### src/rtl/core/ookpw_pkg.sv
// ookpw_pkg: shared types and constants of the pulse-width ook symbol encoder
// used by ook_pulse_width_symbol_encoder; depends on nothing else

package ookpw_pkg;

    // widths of the item fields and registers
    localparam int TICKS_W = 15;
    localparam int BASE_W  = 12;
    localparam int FACT_W  = 6;
    localparam int DUR_W   = BASE_W + FACT_W;
    localparam int CFG_A_W = 3;

    // default split limit for long halves
    localparam int MAX_CHUNK_TICKS_DEF = 32767;

    // symbols delivered per item at most
    localparam int MAX_RES = 17;
    localparam int CNT_W   = 5;

    // configuration register indexes
    localparam logic [CFG_A_W-1:0] REG_BASE_UNIT = 3'd0;
    localparam logic [CFG_A_W-1:0] REG_INVERT    = 3'd1;
    localparam logic [CFG_A_W-1:0] REG_ONE_HI    = 3'd2;
    localparam logic [CFG_A_W-1:0] REG_ONE_LO    = 3'd3;
    localparam logic [CFG_A_W-1:0] REG_ZERO_HI   = 3'd4;
    localparam logic [CFG_A_W-1:0] REG_ZERO_LO   = 3'd5;
    localparam logic [CFG_A_W-1:0] REG_SYNC_HI   = 3'd6;
    localparam logic [CFG_A_W-1:0] REG_SYNC_LO   = 3'd7;

    // register reset values
    localparam logic [BASE_W-1:0] RST_BASE_UNIT = 12'd350;
    localparam logic [FACT_W-1:0] RST_ONE_HI    = 6'd3;
    localparam logic [FACT_W-1:0] RST_ONE_LO    = 6'd1;
    localparam logic [FACT_W-1:0] RST_ZERO_HI   = 6'd1;
    localparam logic [FACT_W-1:0] RST_ZERO_LO   = 6'd3;
    localparam logic [FACT_W-1:0] RST_SYNC_HI   = 6'd1;
    localparam logic [FACT_W-1:0] RST_SYNC_LO   = 6'd31;

    // one symbol, first_level in the lowest bit
    typedef struct packed {
        logic [TICKS_W-1:0] second_ticks;
        logic               second_level;
        logic [TICKS_W-1:0] first_ticks;
        logic               first_level;
    } t_sym;

endpackage

### src/rtl/core/ook_pulse_width_symbol_encoder.sv
// ook_pulse_width_symbol_encoder: turns data bits into paired pulse-width symbols
// one shared multiplier and one chunk subtractor under a small sequencer
// depends on ookpw_pkg
//
//  channel  | dir | payload
//  ---------+-----+-------------------------------------------------------------
//  s_axis   | in  | tdata[0] data_bit, tlast word_end, tuser stream_end
//  m_axis   | out | tdata first_level/first_ticks/second_level/second_ticks,
//           |     | tlast run_last, tuser stream_done
//  cfg      | in  | we, addr (register index), data (12 bit)
//
// each half of a pulse passes the shared multiplier (ST_MUL) and then the subtractor
// chunk by chunk (ST_CHUNK); a half of zero length passes it without a chunk
// the block is ready only between items; output stalls back up into the sequencer
// synchronous active-low reset clears control state and the configuration

module ook_pulse_width_symbol_encoder #(
    parameter int MAX_CHUNK_TICKS = ookpw_pkg::MAX_CHUNK_TICKS_DEF
) (
    input  logic                          i_clk,
    input  logic                          i_rst_n,
    // input items
    input  logic                          i_s_tvalid,
    output logic                          o_s_tready,
    input  logic [7:0]                    i_s_tdata,   // [0] data_bit, [7:1] zero
    input  logic                          i_s_tlast,   // word_end
    input  logic                          i_s_tuser,   // stream_end
    // result items
    output logic                          o_m_tvalid,
    input  logic                          i_m_tready,
    output logic [31:0]                   o_m_tdata,   // [0] first_level,
                                                       // [15:1] first_ticks,
                                                       // [16] second_level,
                                                       // [31:17] second_ticks
    output logic                          o_m_tlast,   // run_last
    output logic                          o_m_tuser,   // stream_done
    // configuration writes
    input  logic                          i_cfg_we,
    input  logic [ookpw_pkg::CFG_A_W-1:0] i_cfg_addr,
    input  logic [ookpw_pkg::BASE_W-1:0]  i_cfg_data
);

    localparam int TW = ookpw_pkg::TICKS_W;
    localparam int DW = ookpw_pkg::DUR_W;
    localparam int FW = ookpw_pkg::FACT_W;
    localparam int CW = ookpw_pkg::CNT_W;
    localparam logic [DW-1:0] LIM = DW'(MAX_CHUNK_TICKS);
    localparam logic [CW-1:0] CNT_MAX = CW'(ookpw_pkg::MAX_RES);

    // sequencer states
    localparam logic [2:0] ST_IDLE  = 3'd0;
    localparam logic [2:0] ST_MUL   = 3'd1;
    localparam logic [2:0] ST_CHUNK = 3'd2;
    localparam logic [2:0] ST_FLUSH = 3'd3;
    localparam logic [2:0] ST_FINAL = 3'd4;

    // configuration registers
    logic [ookpw_pkg::BASE_W-1:0] r_base;
    logic                         r_inv;
    logic [FW-1:0]                r_one_hi, r_one_lo, r_zero_hi, r_zero_lo;
    logic [FW-1:0]                r_sync_hi, r_sync_lo;

    // control state
    logic [2:0]    r_state, n_state;
    logic          r_pend, n_pend;
    logic          r_held_l, n_held_l;
    logic [TW-1:0] r_held_t, n_held_t;
    logic          r_stg_valid, n_stg_valid;
    logic          r_out_valid, n_out_valid;
    logic [CW-1:0] r_cnt, n_cnt;

    // item and payload registers
    logic             r_bit, n_bit, r_wend, n_wend, r_send, n_send;
    logic [1:0]       r_h, n_h;
    logic [DW-1:0]    r_dur, n_dur;
    ookpw_pkg::t_sym  r_stg, n_stg, r_out, n_out;
    logic             r_out_last, n_out_last, r_out_done, n_out_done;

    // datapath
    logic [FW-1:0]   fac;
    logic [DW-1:0]   prod;
    logic [TW-1:0]   chunk;
    logic [DW-1:0]   rem;
    logic            lvl;
    logic            out_free;
    logic            emit;
    logic            stall;
    logic            adv;
    ookpw_pkg::t_sym e_sym;

    // configuration write port
    always_ff @(posedge i_clk) begin
        if (!i_rst_n) begin
            r_base    <= ookpw_pkg::RST_BASE_UNIT;
            r_inv     <= 1'b0;
            r_one_hi  <= ookpw_pkg::RST_ONE_HI;
            r_one_lo  <= ookpw_pkg::RST_ONE_LO;
            r_zero_hi <= ookpw_pkg::RST_ZERO_HI;
            r_zero_lo <= ookpw_pkg::RST_ZERO_LO;
            r_sync_hi <= ookpw_pkg::RST_SYNC_HI;
            r_sync_lo <= ookpw_pkg::RST_SYNC_LO;
        end else if (i_cfg_we) begin
            case (i_cfg_addr)
                ookpw_pkg::REG_BASE_UNIT: r_base    <= i_cfg_data;
                ookpw_pkg::REG_INVERT:    r_inv     <= i_cfg_data[0];
                ookpw_pkg::REG_ONE_HI:    r_one_hi  <= i_cfg_data[FW-1:0];
                ookpw_pkg::REG_ONE_LO:    r_one_lo  <= i_cfg_data[FW-1:0];
                ookpw_pkg::REG_ZERO_HI:   r_zero_hi <= i_cfg_data[FW-1:0];
                ookpw_pkg::REG_ZERO_LO:   r_zero_lo <= i_cfg_data[FW-1:0];
                ookpw_pkg::REG_SYNC_HI:   r_sync_hi <= i_cfg_data[FW-1:0];
                ookpw_pkg::REG_SYNC_LO:   r_sync_lo <= i_cfg_data[FW-1:0];
                default: ;
            endcase
        end
    end

    // factor of the current half: data high, data low, sync high, sync low
    always_comb begin
        case (r_h)
            2'd0:    fac = r_bit ? r_one_hi : r_zero_hi;
            2'd1:    fac = r_bit ? r_one_lo : r_zero_lo;
            2'd2:    fac = r_sync_hi;
            2'd3:    fac = r_sync_lo;
            default: fac = r_sync_lo;
        endcase
    end

    // shared multiplier and chunk subtractor
    assign prod  = DW'(fac) * DW'(r_base);
    assign chunk = (r_dur > LIM) ? TW'(LIM) : r_dur[TW-1:0];
    assign rem   = r_dur - DW'(chunk);
    assign lvl   = r_h[0] ? r_inv : ~r_inv;

    assign out_free = !r_out_valid || i_m_tready;

    // sequencer
    always_comb begin
        n_state     = r_state;
        n_pend      = r_pend;
        n_held_l    = r_held_l;
        n_held_t    = r_held_t;
        n_stg_valid = r_stg_valid;
        n_out_valid = r_out_valid;
        n_cnt       = r_cnt;
        n_bit       = r_bit;
        n_wend      = r_wend;
        n_send      = r_send;
        n_h         = r_h;
        n_dur       = r_dur;
        n_stg       = r_stg;
        n_out       = r_out;
        n_out_last  = r_out_last;
        n_out_done  = r_out_done;
        emit        = 1'b0;
        adv         = 1'b0;
        e_sym       = '{second_ticks: chunk, second_level: lvl,
                        first_ticks: r_held_t, first_level: r_held_l};

        if (r_out_valid && i_m_tready) begin
            n_out_valid = 1'b0;
        end

        // a staged symbol must move out before a new one takes its place
        stall = (r_cnt < CNT_MAX) && r_stg_valid && !out_free;

        case (r_state)
            ST_IDLE: begin
                if (i_s_tvalid) begin
                    n_bit   = i_s_tdata[0];
                    n_wend  = i_s_tlast;
                    n_send  = i_s_tuser;
                    n_h     = 2'd0;
                    n_cnt   = '0;
                    n_state = ST_MUL;
                end
            end
            ST_MUL: begin
                n_dur   = prod;
                n_state = ST_CHUNK;
            end
            ST_CHUNK: begin
                if (r_dur == '0) begin
                    adv = 1'b1;
                end else if (!r_pend) begin
                    n_held_l = lvl;
                    n_held_t = chunk;
                    n_pend   = 1'b1;
                    n_dur    = rem;
                    adv      = (rem == '0);
                end else begin
                    emit = 1'b1;
                    if (!stall) begin
                        n_pend = 1'b0;
                        n_dur  = rem;
                        adv    = (rem == '0);
                    end
                end
            end
            ST_FLUSH: begin
                if (r_send && r_pend) begin
                    emit  = 1'b1;
                    e_sym = '{second_ticks: '0, second_level: 1'b0,
                              first_ticks: r_held_t, first_level: r_held_l};
                    if (!stall) begin
                        n_pend   = 1'b0;
                        n_held_l = 1'b0;
                        n_held_t = '0;
                        n_state  = ST_FINAL;
                    end
                end else begin
                    n_state = ST_FINAL;
                end
            end
            ST_FINAL: begin
                // last staged symbol carries the end marks
                if (!r_stg_valid) begin
                    n_state = ST_IDLE;
                end else if (out_free) begin
                    n_out       = r_stg;
                    n_out_last  = 1'b1;
                    n_out_done  = r_send;
                    n_out_valid = 1'b1;
                    n_stg_valid = 1'b0;
                    n_state     = ST_IDLE;
                end
            end
            default: begin
                n_state = ST_IDLE;
            end
        endcase

        // next half, or flush once the last half is done
        if (adv) begin
            if ((r_h == 2'd1 && !r_wend) || r_h == 2'd3) begin
                n_state = ST_FLUSH;
            end else begin
                n_h     = r_h + 2'd1;
                n_state = ST_MUL;
            end
        end

        // stage a new symbol, pushing the previous one out; beyond the cap it is dropped
        if (emit && !stall && r_cnt < CNT_MAX) begin
            if (r_stg_valid) begin
                n_out       = r_stg;
                n_out_last  = 1'b0;
                n_out_done  = 1'b0;
                n_out_valid = 1'b1;
            end
            n_stg       = e_sym;
            n_stg_valid = 1'b1;
            n_cnt       = r_cnt + CW'(1);
        end
    end

    // control registers
    always_ff @(posedge i_clk) begin
        if (!i_rst_n) begin
            r_state     <= ST_IDLE;
            r_pend      <= 1'b0;
            r_held_l    <= 1'b0;
            r_held_t    <= '0;
            r_stg_valid <= 1'b0;
            r_out_valid <= 1'b0;
            r_cnt       <= '0;
        end else begin
            r_state     <= n_state;
            r_pend      <= n_pend;
            r_held_l    <= n_held_l;
            r_held_t    <= n_held_t;
            r_stg_valid <= n_stg_valid;
            r_out_valid <= n_out_valid;
            r_cnt       <= n_cnt;
        end
    end

    // payload registers
    always_ff @(posedge i_clk) begin
        r_bit      <= n_bit;
        r_wend     <= n_wend;
        r_send     <= n_send;
        r_h        <= n_h;
        r_dur      <= n_dur;
        r_stg      <= n_stg;
        r_out      <= n_out;
        r_out_last <= n_out_last;
        r_out_done <= n_out_done;
    end

    assign o_s_tready = (r_state == ST_IDLE);
    assign o_m_tvalid = r_out_valid;
    assign o_m_tdata  = r_out;
    assign o_m_tlast  = r_out_last;
    assign o_m_tuser  = r_out_done;

    // nothing stays staged between items
    a_idle_empty: assert property (@(posedge i_clk) disable iff (!i_rst_n)
        (r_state == ST_IDLE) |-> !r_stg_valid)
        else $error("staged symbol left over between items");

    // symbol count never passes the cap
    a_cnt_cap: assert property (@(posedge i_clk) disable iff (!i_rst_n)
        r_cnt <= CNT_MAX)
        else $error("symbol count beyond cap");

    // stream end mark only on the closing symbol of an item
    a_done_last: assert property (@(posedge i_clk) disable iff (!i_rst_n)
        (o_m_tvalid && o_m_tuser) |-> o_m_tlast)
        else $error("stream_done without run_last");

    // an accepted item starts in the multiplier
    a_accept_mul: assert property (@(posedge i_clk) disable iff (!i_rst_n)
        (i_s_tvalid && o_s_tready) |=> (r_state == ST_MUL && r_h == 2'd0))
        else $error("accepted item did not start a pulse");

    // a flush at stream end leaves no half pending
    a_flush_clear: assert property (@(posedge i_clk) disable iff (!i_rst_n)
        (r_state == ST_FINAL && r_send) |-> !r_pend)
        else $error("pending half survived stream end");

endmodule
### config.mk
export PLATFORM = sky130hd
export DESIGN_NAME = ook_pulse_width_symbol_encoder
export DESIGN_NICKNAME = d
export VERILOG_FILES = /design/src/rtl/core/ookpw_pkg.sv /design/src/rtl/core/ook_pulse_width_symbol_encoder.sv
export SDC_FILE = /design/constraint.sdc
export NUM_CORES = 1
export LEC_CHECK = 0
export ABC_AREA = 1
export BUFFER_PORTS_ARGS = -buffer_cell sky130_fd_sc_hd__buf_2
export CAP_MARGIN = 20
export CORE_UTILIZATION = 55
export CTS_CLUSTER_SIZE = 24
export DETAILED_ROUTE_END_ITERATION = 10
export GPL_TIMING_DRIVEN = 0
export HOLD_SLACK_MARGIN = 0.08
export PLACE_DENSITY = 0.75
export SYNTH_ARGS = -nofsm -noshare
export SYNTH_HDL_FRONTEND = slang
export SYNTH_SLANG_ARGS = --single-unit
### constraint.sdc
create_clock -name i_clk -period 12.43 [get_ports i_clk]
set_clock_uncertainty 0.1 [all_clocks]
set_input_delay 1.8645 -clock i_clk [delete_from_list [all_inputs] [get_ports i_clk]]
set_output_delay 1.8645 -clock i_clk [all_outputs]
set_load 0.01 [all_outputs]
After elaboration in Yosys (flattened, before gate mapping)
Cells that the tools add are included.
Widths: inputs -> output; s select.
Word-level totals
  register bits after elaboration: 165
  output and inout bits: 36
Cells by class
  add/subtract/negate cells: 3
  multipliers: 1
  $lt $le $gt $ge: 2
  equal/unequal tests: 23
  multiplexer cells: 73
  bitwise operators: 1
  reductions and logical operators: 37
Operators with widths (count)
  $mux 32: 7
  $mux 15: 5
  $mux 18: 3
  $logic_not 18->1: 2
  $pmux 18 s2: 1
  $mux 1: 35
  $pmux 15 s2: 1
  $pmux 6 s4: 1
  $reduce_and 2->1: 10
  $gt 18x15->1 const B: 1
  $mul 6x12->18: 1
  $mux 3: 6
  $sub 18x15->18: 1
  $eq 3x3->1 const B: 5
  $mux 5: 3
  $pmux 3 s5: 1
  $eq 3x2->1 const B: 4
  $mux 6: 2
  $mux 2: 5
  $ne 2x2->1 const B: 5
  $reduce_bool 2->1: 5
  $ne 4x4->1 const B: 2
  $reduce_and 4->1: 2
  $logic_and 1x1->1: 7
  16 further kinds: 25

Depth between registers and ports, before layout
Gate-level depths: netlist of run 1.
  depth in word-level cells: 10
  depth in mapped cells: 28

Worst setup path before layout of run 1
Ideal clock, no wire load.
  path kind: reg2reg
  start: reg r_h[0]
  end: reg r_dur[14], data pin
  library setup time: 0.268 ns
  data arrival time: 4.606 ns
  data required time: 12.062 ns
  slack: 7.456 ns
  stages on the path, launching flop included: 23
  path buffers: 1
  period minus slack after synthesis: 4.974 ns
  cells stage by stage: dfxtp_1 -> inv_1 -> ha_1 -> clkbuf_1 -> a221oi_1 -> o21ai_0 -> nand2_1 -> clkinv_1 -> nand2_1 -> fa_1 -> fa_1 -> fa_1 -> inv_1 -> ha_1 -> nand3_1 -> nand2_1 -> inv_1 -> o21a_1 -> o21ai_0 -> a21boi_0 -> o21ai_0 -> xor2_1 -> o21ai_0
On the way
  word-level cells in the longest chain between the ends: 4
Ends and longest elaborated chain
  start, declared: line ook_pulse_width_symbol_encoder.sv:74  | logic [1:0] r_h, n_h;
  start signal, assigned: line ook_pulse_width_symbol_encoder.sv:282  | r_h <= n_h;
  $eq 2x2->1 (tied with other cells): line ook_pulse_width_symbol_encoder.sv:119  | case (r_h)
  $pmux 6 s4 (*): line ook_pulse_width_symbol_encoder.sv:119
  $mul 6x12->18 (*): line ook_pulse_width_symbol_encoder.sv:129  | assign prod = DW'(fac) * DW'(r_base);
  $pmux 18 s2 (*): line ook_pulse_width_symbol_encoder.sv:166  | case (r_state)
  named net n_dur[14]: line ook_pulse_width_symbol_encoder.sv:75  | logic [DW-1:0] r_dur, n_dur;
  end signal, assigned: line ook_pulse_width_symbol_encoder.sv:283  | r_dur <= n_dur;
  end, declared: line ook_pulse_width_symbol_encoder.sv:75
Mark *: on every way through the listed nets, which the timed path passes. The rest lies on a longest branch.
A chain may end at the register's enable or synchronous reset.

Final worst setup path of run 1
Same ends and word-level chain as after synthesis.

==> results of run 1 <==
==> how the worst min path moves through the flow <==
stage                          endpoint  cells past startpoint  slack, ps
floorplan            r_stg[0]$_DFFE_PP_                      0        310
detailed placement  r_stg[11]$_DFFE_PP_                      0        320
global placement    r_stg[12]$_DFFE_PP_                      0        320
global route        r_stg[11]$_DFFE_PP_                      0        340
finish              r_stg[10]$_DFFE_PP_                      0        330
CTS                 r_stg[11]$_DFFE_PP_                      0        330
==> worst max-delay path, cell delays in order (launching register included) <==
cell,delay (ps)
dfxtp_1,430
inv_1,110
ha_1,240
clkbuf_1,240
a221oi_1,310
o21ai_0,170
nand2_1,190
clkinv_1,330
nand2_1,180
fa_1,460
fa_1,510
fa_1,540
inv_1,40
ha_1,340
nand3_1,90
nand2_1,110
inv_1,50
o21a_1,200
o21ai_0,250
a21boi_0,180
o21ai_0,240
xor2_1,220
o21ai_0,110
==> logic make-up after synthesis <==
logic type               count (synthesis)  share of synthesized area, %
XOR/XNOR                                13                          1.21
adder cells (fa/ha/maj)                 73                          13.0
buffers and inverters                  217                          9.00
flip-flops                             165                          44.4
AND/OR/NAND/NOR                        526                          23.3
AO/OA/AOI/OAI                          157                          9.11
==> cells in the final DEF (no fill, tap or decap), types with 2 or more instances in the layout <==
master       n
a21oi_1     46
a221oi_1     6
a31oi_1      2
buf_1        2
buf_2       63
buf_6        3
clkbuf_1    17
clkbuf_16   17
clkinv_1     5
clkinv_8     2
dfxtp_1     78
edfxtp_1    87
fa_1        41
ha_1        32
inv_1      180
inv_2        3
inv_6        5
inv_8        3
nand2_1    269
nand2_2      2
nand3_1     57
nand3b_1    16
nand4_1      7
nor2_1     163
nor2_4       3
nor3_1       4
nor3_4       2
o211ai_1     6
o21ai_0     87
or2_2        2
xnor2_1      6
xor2_1       7
==> routing by layer <==
metal	track usage, %	vias to the layer above
met5	0	-
met2	40.1	220
met3	4.87	33
met4	9.26	0
met1	29.0	3430
li1	-	3825
==> cell type report <==
cell class,count,area [µm²]
inverter,188,706
multi-input combinational,769,4380
tap,220,275
clock inverter,14,161
clock buffer,17,425
sequential,165,4170
timing repair buffer,58,328
fill,1404,6050
buffer,29,140
==> power by group through the flow <==
| stage | combinational (W) | clock (W) | sequential, W |
|---|---|---|---|
| 3_5_place_dp | 0.000637 | 0 | 0.000730 |
| 6_report | 0.000646 | 0.000523 | 0.000719 |
| 3_3_place_gp | 0.000622 | 0 | 0.000729 |
| 2_1_floorplan | 0.000495 | 0 | 0.000720 |
| 5_1_grt | 0.000740 | 0.000549 | 0.000727 |
| 4_1_cts | 0.000645 | 0.000528 | 0.000718 |
==> per-stage QoR <==
step	hold WS, ps	setup slack (ps)	utilization, %
2_1_floorplan	308	7460	-
3_3_place_gp	316	6620	59.8
3_5_place_dp	316	6580	59.9
4_1_cts	333	6550	63.5
5_1_grt	338	6140	63.6
6_report	331	6540	63.6
==> impl_metrics.env, run 1 <==
export IMPL_critPathKind="flip-flop to flip-flop"
export IMPL_synth_area_leaders="edfxtp_1, dfxtp_1, nand2_1, fa_1, inv_1"
export IMPL_syn_area_mm2=0.00940
export IMPL_final_area_mm2=0.0106
export IMPL_wirelength_met1_mm=8.48
export IMPL_drt_total_wl_mm=19.7
export IMPL_slew_violations=0
export IMPL_power_share_clock_pct=27.7
export IMPL_cp_endpoint="r_dur[14]$_DFFE_PP_"
export IMPL_placed_cell_area_mm2=0.00997
export IMPL_r2r_slack_ps=6540
export IMPL_synthCells=1151
export IMPL_start_util_pct=56.5
export IMPL_yosys_warnings=0
export IMPL_internal_power_w=0.00118
export IMPL_overflow=0
export IMPL_crit_required_ps=12500
export IMPL_die_area_mm2=0.0176
export IMPL_maxCapViolCount=0
export IMPL_wl_met3_mm=1.06
export IMPL_stdcell_count=1460
export IMPL_routed_top_layer="met4"
export IMPL_syn_nets=1254
export IMPL_cts_tree="done"
export IMPL_rr_endpoint="r_dur[14]$_DFFE_PP_"
export IMPL_synth_cell_types=39
export IMPL_postRouteAntennaNets=0
export IMPL_p_leak_nw=4.89
export IMPL_period_share_pct=47.4
export IMPL_yosys_most_used_dff="edfxtp_1"
export IMPL_nNetsFinal=1331
export IMPL_cts_buffers=17
export IMPL_cts_max_level=4
export IMPL_cp_max_fo=10
export IMPL_grt_pass1_wl_mm=32.4
export IMPL_yosysTopAreaCellShare_pct=27.8
export IMPL_synth_top_area_cell="edfxtp_1"
export IMPL_cts_sinks=165
export IMPL_io_pins=66
export IMPL_clk_path_buf_depth=2
export IMPL_vias=7508
export IMPL_setup_tns_final_ps=0
export IMPL_seqPwrFrac_pct=38.1
export IMPL_synth_most_common_cell="nand2_1"
export IMPL_powerDensity_mw_per_mm2=178
export IMPL_cts_hold_buffers=0
export IMPL_grt_usage_pct=23.4
export IMPL_fmax_mhz=170
export IMPL_synth_area_per_cell_um2=8.17
export IMPL_reg2reg_from="r_h[0]$_DFF_P_"
export IMPL_routabilityCongestion=0.891
export IMPL_tightestPinTransition_ps=670
export IMPL_total_power_w=0.00189
export IMPL_ir_worst_vdd_mv=0.134
export IMPL_outcome="complete, no violations"
export IMPL_clock_latency_ps=440
export IMPL_setup_worst_path_start="r_h[0]$_DFF_P_"
export IMPL_antennaDiodeCount=0
export IMPL_die_h_um=133
export IMPL_async_flop_share_pct=0
export IMPL_hpwl_mm=14.8
export IMPL_die_w_um=133
export IMPL_drt_iter0_drc=415
export IMPL_relSlewSlack_pct=55.3
export IMPL_drc_errors=0
export IMPL_synth_edf_count=87
export IMPL_wl_per_cell_um=13.5
export IMPL_via_per_inst=5.14
export IMPL_dp_cells=1428
export IMPL_hold_viol_final=0
export IMPL_startpoint_type="flip-flop"
export IMPL_ys_seq_area_share_pct=44.4
export IMPL_area_growth_syn_to_layout_pct=12.7
export IMPL_final_layout_size_suffix_gt1_share_pct=9.27
export IMPL_power_share_switching_pct=37.6
export IMPL_root_buffer="clkbuf_16"
export IMPL_grt_max_degree=33
export IMPL_route_met2_wl_mm=9.68
export IMPL_worstHoldPathType="flip-flop to flip-flop"
export IMPL_grt_antenna_before_repair=0
export IMPL_synth_common_cells="nand2_1, inv_1, nor2_1, edfxtp_1, o21ai_0"
export IMPL_critPathCaptureType="flip-flop"
export IMPL_post_cts_resized=0
export IMPL_combPwrFrac_pct=34.2
export IMPL_firstDrtPassIters=5
export IMPL_min_period_ps=5890
export IMPL_core_area_mm2=0.0166
export IMPL_cp_arrival_ps=5960
export IMPL_first_global_vias=6963
export IMPL_r2r_cells=22
export IMPL_ys_ff_latch=165
export IMPL_setup_viol=0
export IMPL_cts_reportedPaths_clkPinSlew_ps=70
export IMPL_cts_setup_buffers=0
export IMPL_switchingPower_w=0.000709
export IMPL_rsz0062_at_grt="no"
export IMPL_placement_io_buffers=56
export IMPL_min_from="r_held_t[9]$_SDFFE_PN0P_"
export IMPL_num_rows=47
Note: power is estimated with default switching activity, not from simulation.
==> inputs of run 2 (changes only) <==
- clock period: 12.43 -> 5.9 ns (I/O delays scaled with it)
==> impl_metrics.env, run 2 (synthesized netlist as in run 1, its figures left out) <==
export IMPL_reg2reg_from="r_h[0]$_DFF_P_"
export IMPL_worstHoldPathType="flip-flop to flip-flop"
export IMPL_r2r_slack_ps=400
export IMPL_total_power_w=0.00398
export IMPL_holdPathStages=0
export IMPL_final_layout_size_suffix_gt1_share_pct=10.3
export IMPL_grt_usage_pct=23.4
export IMPL_hold_viol_final=0
export IMPL_fmax_mhz=182
export IMPL_rr_endpoint="r_dur[14]$_DFFE_PP_"
export IMPL_grt_max_degree=33
export IMPL_core_area_mm2=0.0166
export IMPL_setup_worst_path_start="r_h[0]$_DFF_P_"
export IMPL_powerDensity_mw_per_mm2=374
export IMPL_startpoint_type="flip-flop"
export IMPL_tightestPinTransition_ps=674
export IMPL_post_place_ws_ps=45.8
export IMPL_cp_arrival_ps=5580
export IMPL_period_share_pct=93.3
export IMPL_io_pins=66
export IMPL_setup_slack_ps=396
export IMPL_cts_buffers=17
export IMPL_antennaDiodeCount=0
export IMPL_root_buffer="clkbuf_16"
export IMPL_critPathCaptureType="flip-flop"
export IMPL_area_growth_syn_to_layout_pct=13.3
export IMPL_min_from="r_held_t[14]$_SDFFE_PN0P_"
export IMPL_n_fill_cell=1395
export IMPL_die_w_um=133
export IMPL_drt_iter0_drc=421
export IMPL_nNetsFinal=1335
export IMPL_clk_path_buf_depth=2
export IMPL_ir_worst_vdd_mv=0.283
export IMPL_cts_reportedPaths_clkPinSlew_ps=70
export IMPL_postRouteAntennaNets=0
export IMPL_rsz0062_at_grt="no"
export IMPL_final_area_mm2=0.0106
export IMPL_setup_tns_final_ps=0
export IMPL_routabilityCongestion=0.891
export IMPL_final_common_cell="nand2_1"
export IMPL_cp_max_fo=10
export IMPL_setup_viol=0
export IMPL_cp_num_buf_inv=5
export IMPL_clock_latency_ps=440
export IMPL_placed_cell_area_mm2=0.00997
export IMPL_drc_errors=0
export IMPL_overflow=0
export IMPL_wl_per_cell_um=13.4
export IMPL_maxCapViolCount=0
export IMPL_die_area_mm2=0.0176
export IMPL_outcome="complete, no violations"
export IMPL_utilization_pct=64.0
export IMPL_grt_pass1_wl_mm=32.4
export IMPL_grt_antenna_before_repair=0
export IMPL_placement_io_buffers=56
export IMPL_hpwl_mm=14.8
export IMPL_min_period_ps=5500
export IMPL_vias=7523
export IMPL_via_per_inst=5.14
export IMPL_drt_total_wl_mm=19.6
export IMPL_cp_top_family="adder cells"
export IMPL_start_util_pct=56.5
export IMPL_crit_path_cell_trace="inv_1 -> ha_1 -> clkbuf_2 -> a221oi_1 -> o21ai_0 -> nand2_2 -> clkinvlp_4 -> nand2_1 -> fa_1 -> fa_1 -> fa_1 -> inv_1 -> ha_1 -> nand3_1 -> nand2_1 -> inv_1 -> o21a_1 -> o21ai_1 -> a21boi_0 -> o21ai_1 -> xor2_1 -> o21ai_0"
export IMPL_p_leak_nw=4.92
export IMPL_worst_path_max_delay_cell="fa_1"
export IMPL_cts_sinks=165
export IMPL_die_h_um=133
export IMPL_slew_violations=0
export IMPL_relSlewSlack_pct=55.0
export IMPL_final_cell_mix="nand2_1, inv_1, nor2_1"
export IMPL_r2r_cells=22
export IMPL_cts_tree="done"
export IMPL_first_global_vias=6963
export IMPL_num_rows=47
export IMPL_crit_required_ps=5970
export IMPL_critPathKind="flip-flop to flip-flop"
export IMPL_cts_max_level=4
export IMPL_firstDrtPassIters=5
export IMPL_slowest_delay_ps=540
export IMPL_whs_endpoint="r_stg[15]$_DFFE_PP_"
-- run 2: changes by cell type in the layout (fill, tap and decap cells not counted), moves of 2 or more --
cell,change
buf_4,+5
nand2_1,-3
nand2_2,+3
o21ai_0,-3
o21ai_1,+3
clkbuf_1,-2
clkinv_1,-3
clkinvlp_4,+3
-- run 2: layout make-up --
type                            count  area [µm²]  share of cell area [%]
Tap cell                          220         275                    2.58
Buffer                             28         138                    1.29
Sequential cell                   165        4170                    39.2
Timing Repair Buffer               63         365                    3.43
Inverter                          188         717                    6.73
Multi-Input combinational cell    769        4390                    41.3
Clock inverter                     14         161                    1.52
Clock buffer                       17         425                    3.99
-- run 2: stage by stage --
stage / cells / hold WS [ps]
after floorplan: 1151 / 308
after global placement: 1427 / 316
after detailed placement: 1428 / 316
after CTS: 1459 / 333
after global routing: 1464 / 338
final: 1464 / 331
-- run 2: worst max path at each step --
stage / cells past startpoint / end
CTS: 22 / r_dur[14]$_DFFE_PP_
detailed placement: 22 / r_dur[14]$_DFFE_PP_
floorplan: 22 / r_dur[14]$_DFFE_PP_
global placement: 22 / r_dur[14]$_DFFE_PP_
global route: 25 / r_dur[15]$_DFFE_PP_
finish: 22 / r_dur[14]$_DFFE_PP_
-- run 2: worst reg2reg max path: cells and delay by family (launching register included) --
kind	cells	cell delay [ps]
AO/OA/AOI/OAI	7	1340
XOR/XNOR	1	210
adder cells (fa/ha/maj)	5	2080
buffers and inverters	5	600
flip-flops	1	430
AND/OR/NAND/NOR	4	490
-- run 2: per-layer routing --
metal,up-vias,global-route usage (%),part of all wire [%]
met2,227,40.1,49
li1,3839,-,-
met1,3420,29.0,43
met3,37,4.87,5.4
met4,0,9.26,2.5
met5,-,0,0
-- run 2: repair_timing --
| action | 4_1_cts | 5_1_grt |
|---|---|---|
| endpoints found under the setup margin | 0 | 5 |
| resized for setup | 0 | 12 |
| endpoints found under the hold margin | 0 | 0 |
| hold buffers | 0 | 0 |
| setup buffers | 0 | 5 |
-- run 2: power breakdown --
part	internal, W	switching [W]
combinational	0.000451	0.000915
clock	0.000600	0.000498
sequential	0.00144	0.0000792
==> inputs of run 3 (changes only) <==
- ABC_AREA: 1 -> not set
==> impl_metrics.env, run 3 <==
export IMPL_ys_ff_latch=165
export IMPL_cts_buffers=17
export IMPL_final_cell_mix="nand2_1, edfxtp_1, nor2_1"
export IMPL_root_buffer="clkbuf_16"
export IMPL_crit_required_ps=5960
export IMPL_nNetsFinal=1150
export IMPL_synth_common_cells="nand2_1, edfxtp_1, nor2_1, dfxtp_1, mux2i_1"
export IMPL_rsz0062_at_grt="no"
export IMPL_n_fill_cell=1443
export IMPL_synth_area_per_cell_um2=10.1
export IMPL_die_w_um=135
export IMPL_antennaDiodeCount=0
export IMPL_drt_total_wl_mm=20.0
export IMPL_synthCells=974
export IMPL_ys_seq_area_share_pct=42.6
export IMPL_crit_top_cell="fa_1"
export IMPL_cts_sinks=165
export IMPL_grt_antenna_before_repair=0
export IMPL_synth_mux_area_fraction_pct=7.74
export IMPL_period_share_pct=94.1
export IMPL_clock_latency_ps=430
export IMPL_worst_path_max_delay_cell="fa_1"
export IMPL_vias=7094
export IMPL_cp_max_fo=10
export IMPL_cp_num_buf_inv=3
export IMPL_synth_simple_area_share_pct=22.9
export IMPL_routabilityCongestion=0.897
export IMPL_cp_arrival_ps=5610
export IMPL_firstDrtPassIters=5
export IMPL_synth_top_area_cell="edfxtp_1"
export IMPL_critPathCaptureType="flip-flop"
export IMPL_relSlewSlack_pct=34.9
export IMPL_crit_path_cell_trace="buf_6 -> mux2_2 -> a222oi_1 -> mux2i_1 -> buf_2 -> nand2_1 -> fa_1 -> fa_1 -> fa_1 -> inv_1 -> ha_1 -> nand3_1 -> o211ai_1 -> o41ai_2 -> o211a_1 -> a2111oi_2 -> o21a_1 -> o31ai_1"
export IMPL_clk_path_buf_depth=2
export IMPL_tightestPinTransition_ps=977
export IMPL_drc_errors=0
export IMPL_min_period_ps=5550
export IMPL_via_per_inst=5.52
export IMPL_cts_hold_buffers=0
export IMPL_overflow=0
export IMPL_timing_hold_ws_ps=340
export IMPL_grt_usage_pct=24.0
export IMPL_final_layout_size_suffix_gt1_share_pct=14.8
export IMPL_final_common_cell="nand2_1"
export IMPL_num_rows=48
export IMPL_syn_area_mm2=0.00980
export IMPL_cts_tree="done"
export IMPL_setup_viol=0
export IMPL_hold_viol_final=0
export IMPL_critPathKind="flip-flop to flip-flop"
export IMPL_synthXorXnorAreaFrac_pct=1.61
export IMPL_die_area_mm2=0.0184
export IMPL_synth_most_common_cell="nand2_1"
export IMPL_wl_per_cell_um=15.5
export IMPL_area_growth_syn_to_layout_pct=12.2
export IMPL_maxCapViolCount=0
export IMPL_cp_top_family="adder cells"
export IMPL_drt_iter0_drc=434
export IMPL_startpoint_type="flip-flop"
export IMPL_slew_violations=0
export IMPL_grt_max_degree=42
export IMPL_fmax_mhz=180
export IMPL_die_h_um=135
export IMPL_cts_setup_buffers=0
export IMPL_worstHoldPathType="flip-flop to flip-flop"
export IMPL_synth_top_family_by_area="simple AND/OR/NAND/NOR gates"
export IMPL_cts_reportedPaths_clkPinSlew_ps=70
export IMPL_async_flop_share_pct=0
export IMPL_grt_pass1_wl_mm=34.1
export IMPL_yosys_warnings=0
export IMPL_io_pins=66
export IMPL_hpwl_mm=14.8
export IMPL_outcome="complete, no violations"
export IMPL_start_util_pct=56.4
export IMPL_synth_cell_types=70
export IMPL_synth_edf_count=87
export IMPL_postRouteAntennaNets=0
export IMPL_synthAdderAreaFrac_pct=12.5
export IMPL_first_global_vias=7055
export IMPL_yosysTopAreaCellShare_pct=26.7
export IMPL_cts_max_level=4
export IMPL_yosys_most_used_dff="edfxtp_1"
export IMPL_syn_nets=1077
export IMPL_slowest_delay_ps=550
export IMPL_placement_io_buffers=54
export IMPL_core_area_mm2=0.0174
export IMPL_synth_area_leaders="edfxtp_1, dfxtp_1, fa_1, mux2i_1, nand2_1"
export IMPL_synth_compound_area_share_pct=7.98
run 3: changes by cell type after synthesis, sizes merged, moves of 15 or more:
| cell | delta |
|---|---|
| a21oi | -24 |
| and2 | +52 |
| clkbuf | +15 |
| inv | -126 |
| mux2i | +69 |
| nand2 | -133 |
| nand3 | -25 |
| nor2 | -84 |
| nor2b | +48 |
| o21ai | -68 |
run 3: metrics by stage:
stage / area [µm²] / instances / setup TNS (ps) / utilization [%] / setup slack, ps
global route: 11000 / 1284 / 0 / 63.3 / 1.59
CTS: 11000 / 1285 / 0 / 63.2 / 12.5
detailed placement: 10400 / 1254 / -1050 / 59.7 / -457
finish: 11000 / 1284 / 0 / 63.3 / 350
floorplan: 9800 / 974 / 0 / - / 494
global placement: 10300 / 1253 / -890 / 59.6 / -403
run 3: worst register-to-register path: stages, from the launching register on:
cell,delay (ps)
edfxtp_1,420
buf_6,200
mux2_2,350
a222oi_1,440
mux2i_1,210
buf_2,240
nand2_1,100
fa_1,430
fa_1,510
fa_1,550
inv_1,40
ha_1,340
nand3_1,90
o211ai_1,240
o41ai_2,140
o211a_1,300
a2111oi_2,350
o21a_1,160
o31ai_1,70
run 3: layer usage:
layer / vias up / track usage, % / wire, µm
met1: 3379 / 30.3 / 9080
met3: 30 / 4.38 / 750
li1: 3497 / - / -
met2: 188 / 41.2 / 9750
met4: 0 / 8.05 / 388
met5: - / 0 / 0
run 3: repair_timing:
item	4_1_cts	5_1_grt
gates cloned	0	0
setup endpoints to repair	5	2
gates resized for setup	5	12
run 3: final cells by class:
cell class / instances / area, µm² / area share [%]
clock buffers: 23 / 543 / 4.94
multi-input cells: 703 / 5200 / 47.3
flip-flops and latches: 165 / 4170 / 38.0
well taps: 225 / 282 / 2.56
repair buffers: 56 / 283 / 2.57
plain buffers: 47 / 244 / 2.22
clock inverters: 8 / 53.8 / 0.489
inverters: 57 / 216 / 1.97
run 3: worst paths after layout:
kind                                                from                   to  slack (ps)  cells past startpoint
worst max-delay path                     r_bit$_DFFE_PP_  r_dur[16]$_DFFE_PP_         350                     18
worst min-delay path            r_held_t[2]$_SDFFE_PN0P_   r_stg[3]$_DFFE_PP_         340                      0
worst max register to register           r_bit$_DFFE_PP_  r_dur[16]$_DFFE_PP_         350                     18
worst min register to register  r_held_t[2]$_SDFFE_PN0P_   r_stg[3]$_DFFE_PP_         340                      0
run 3: logic make-up (layout without fill, tap and decap cells):
logic type,after synthesis,in the layout
adder cells (fa/ha/maj),73,73
multiplexers,75,75
flip-flops,165,165
AND/OR/NAND/NOR,428,428
AO/OA/AOI/OAI,109,109
buffers and inverters,106,191
XOR/XNOR,18,18
Power of run 3 is left out: the tool's default activity adds up to more than one toggle a clock period on the data nets, which glitch-free logic cannot reach.
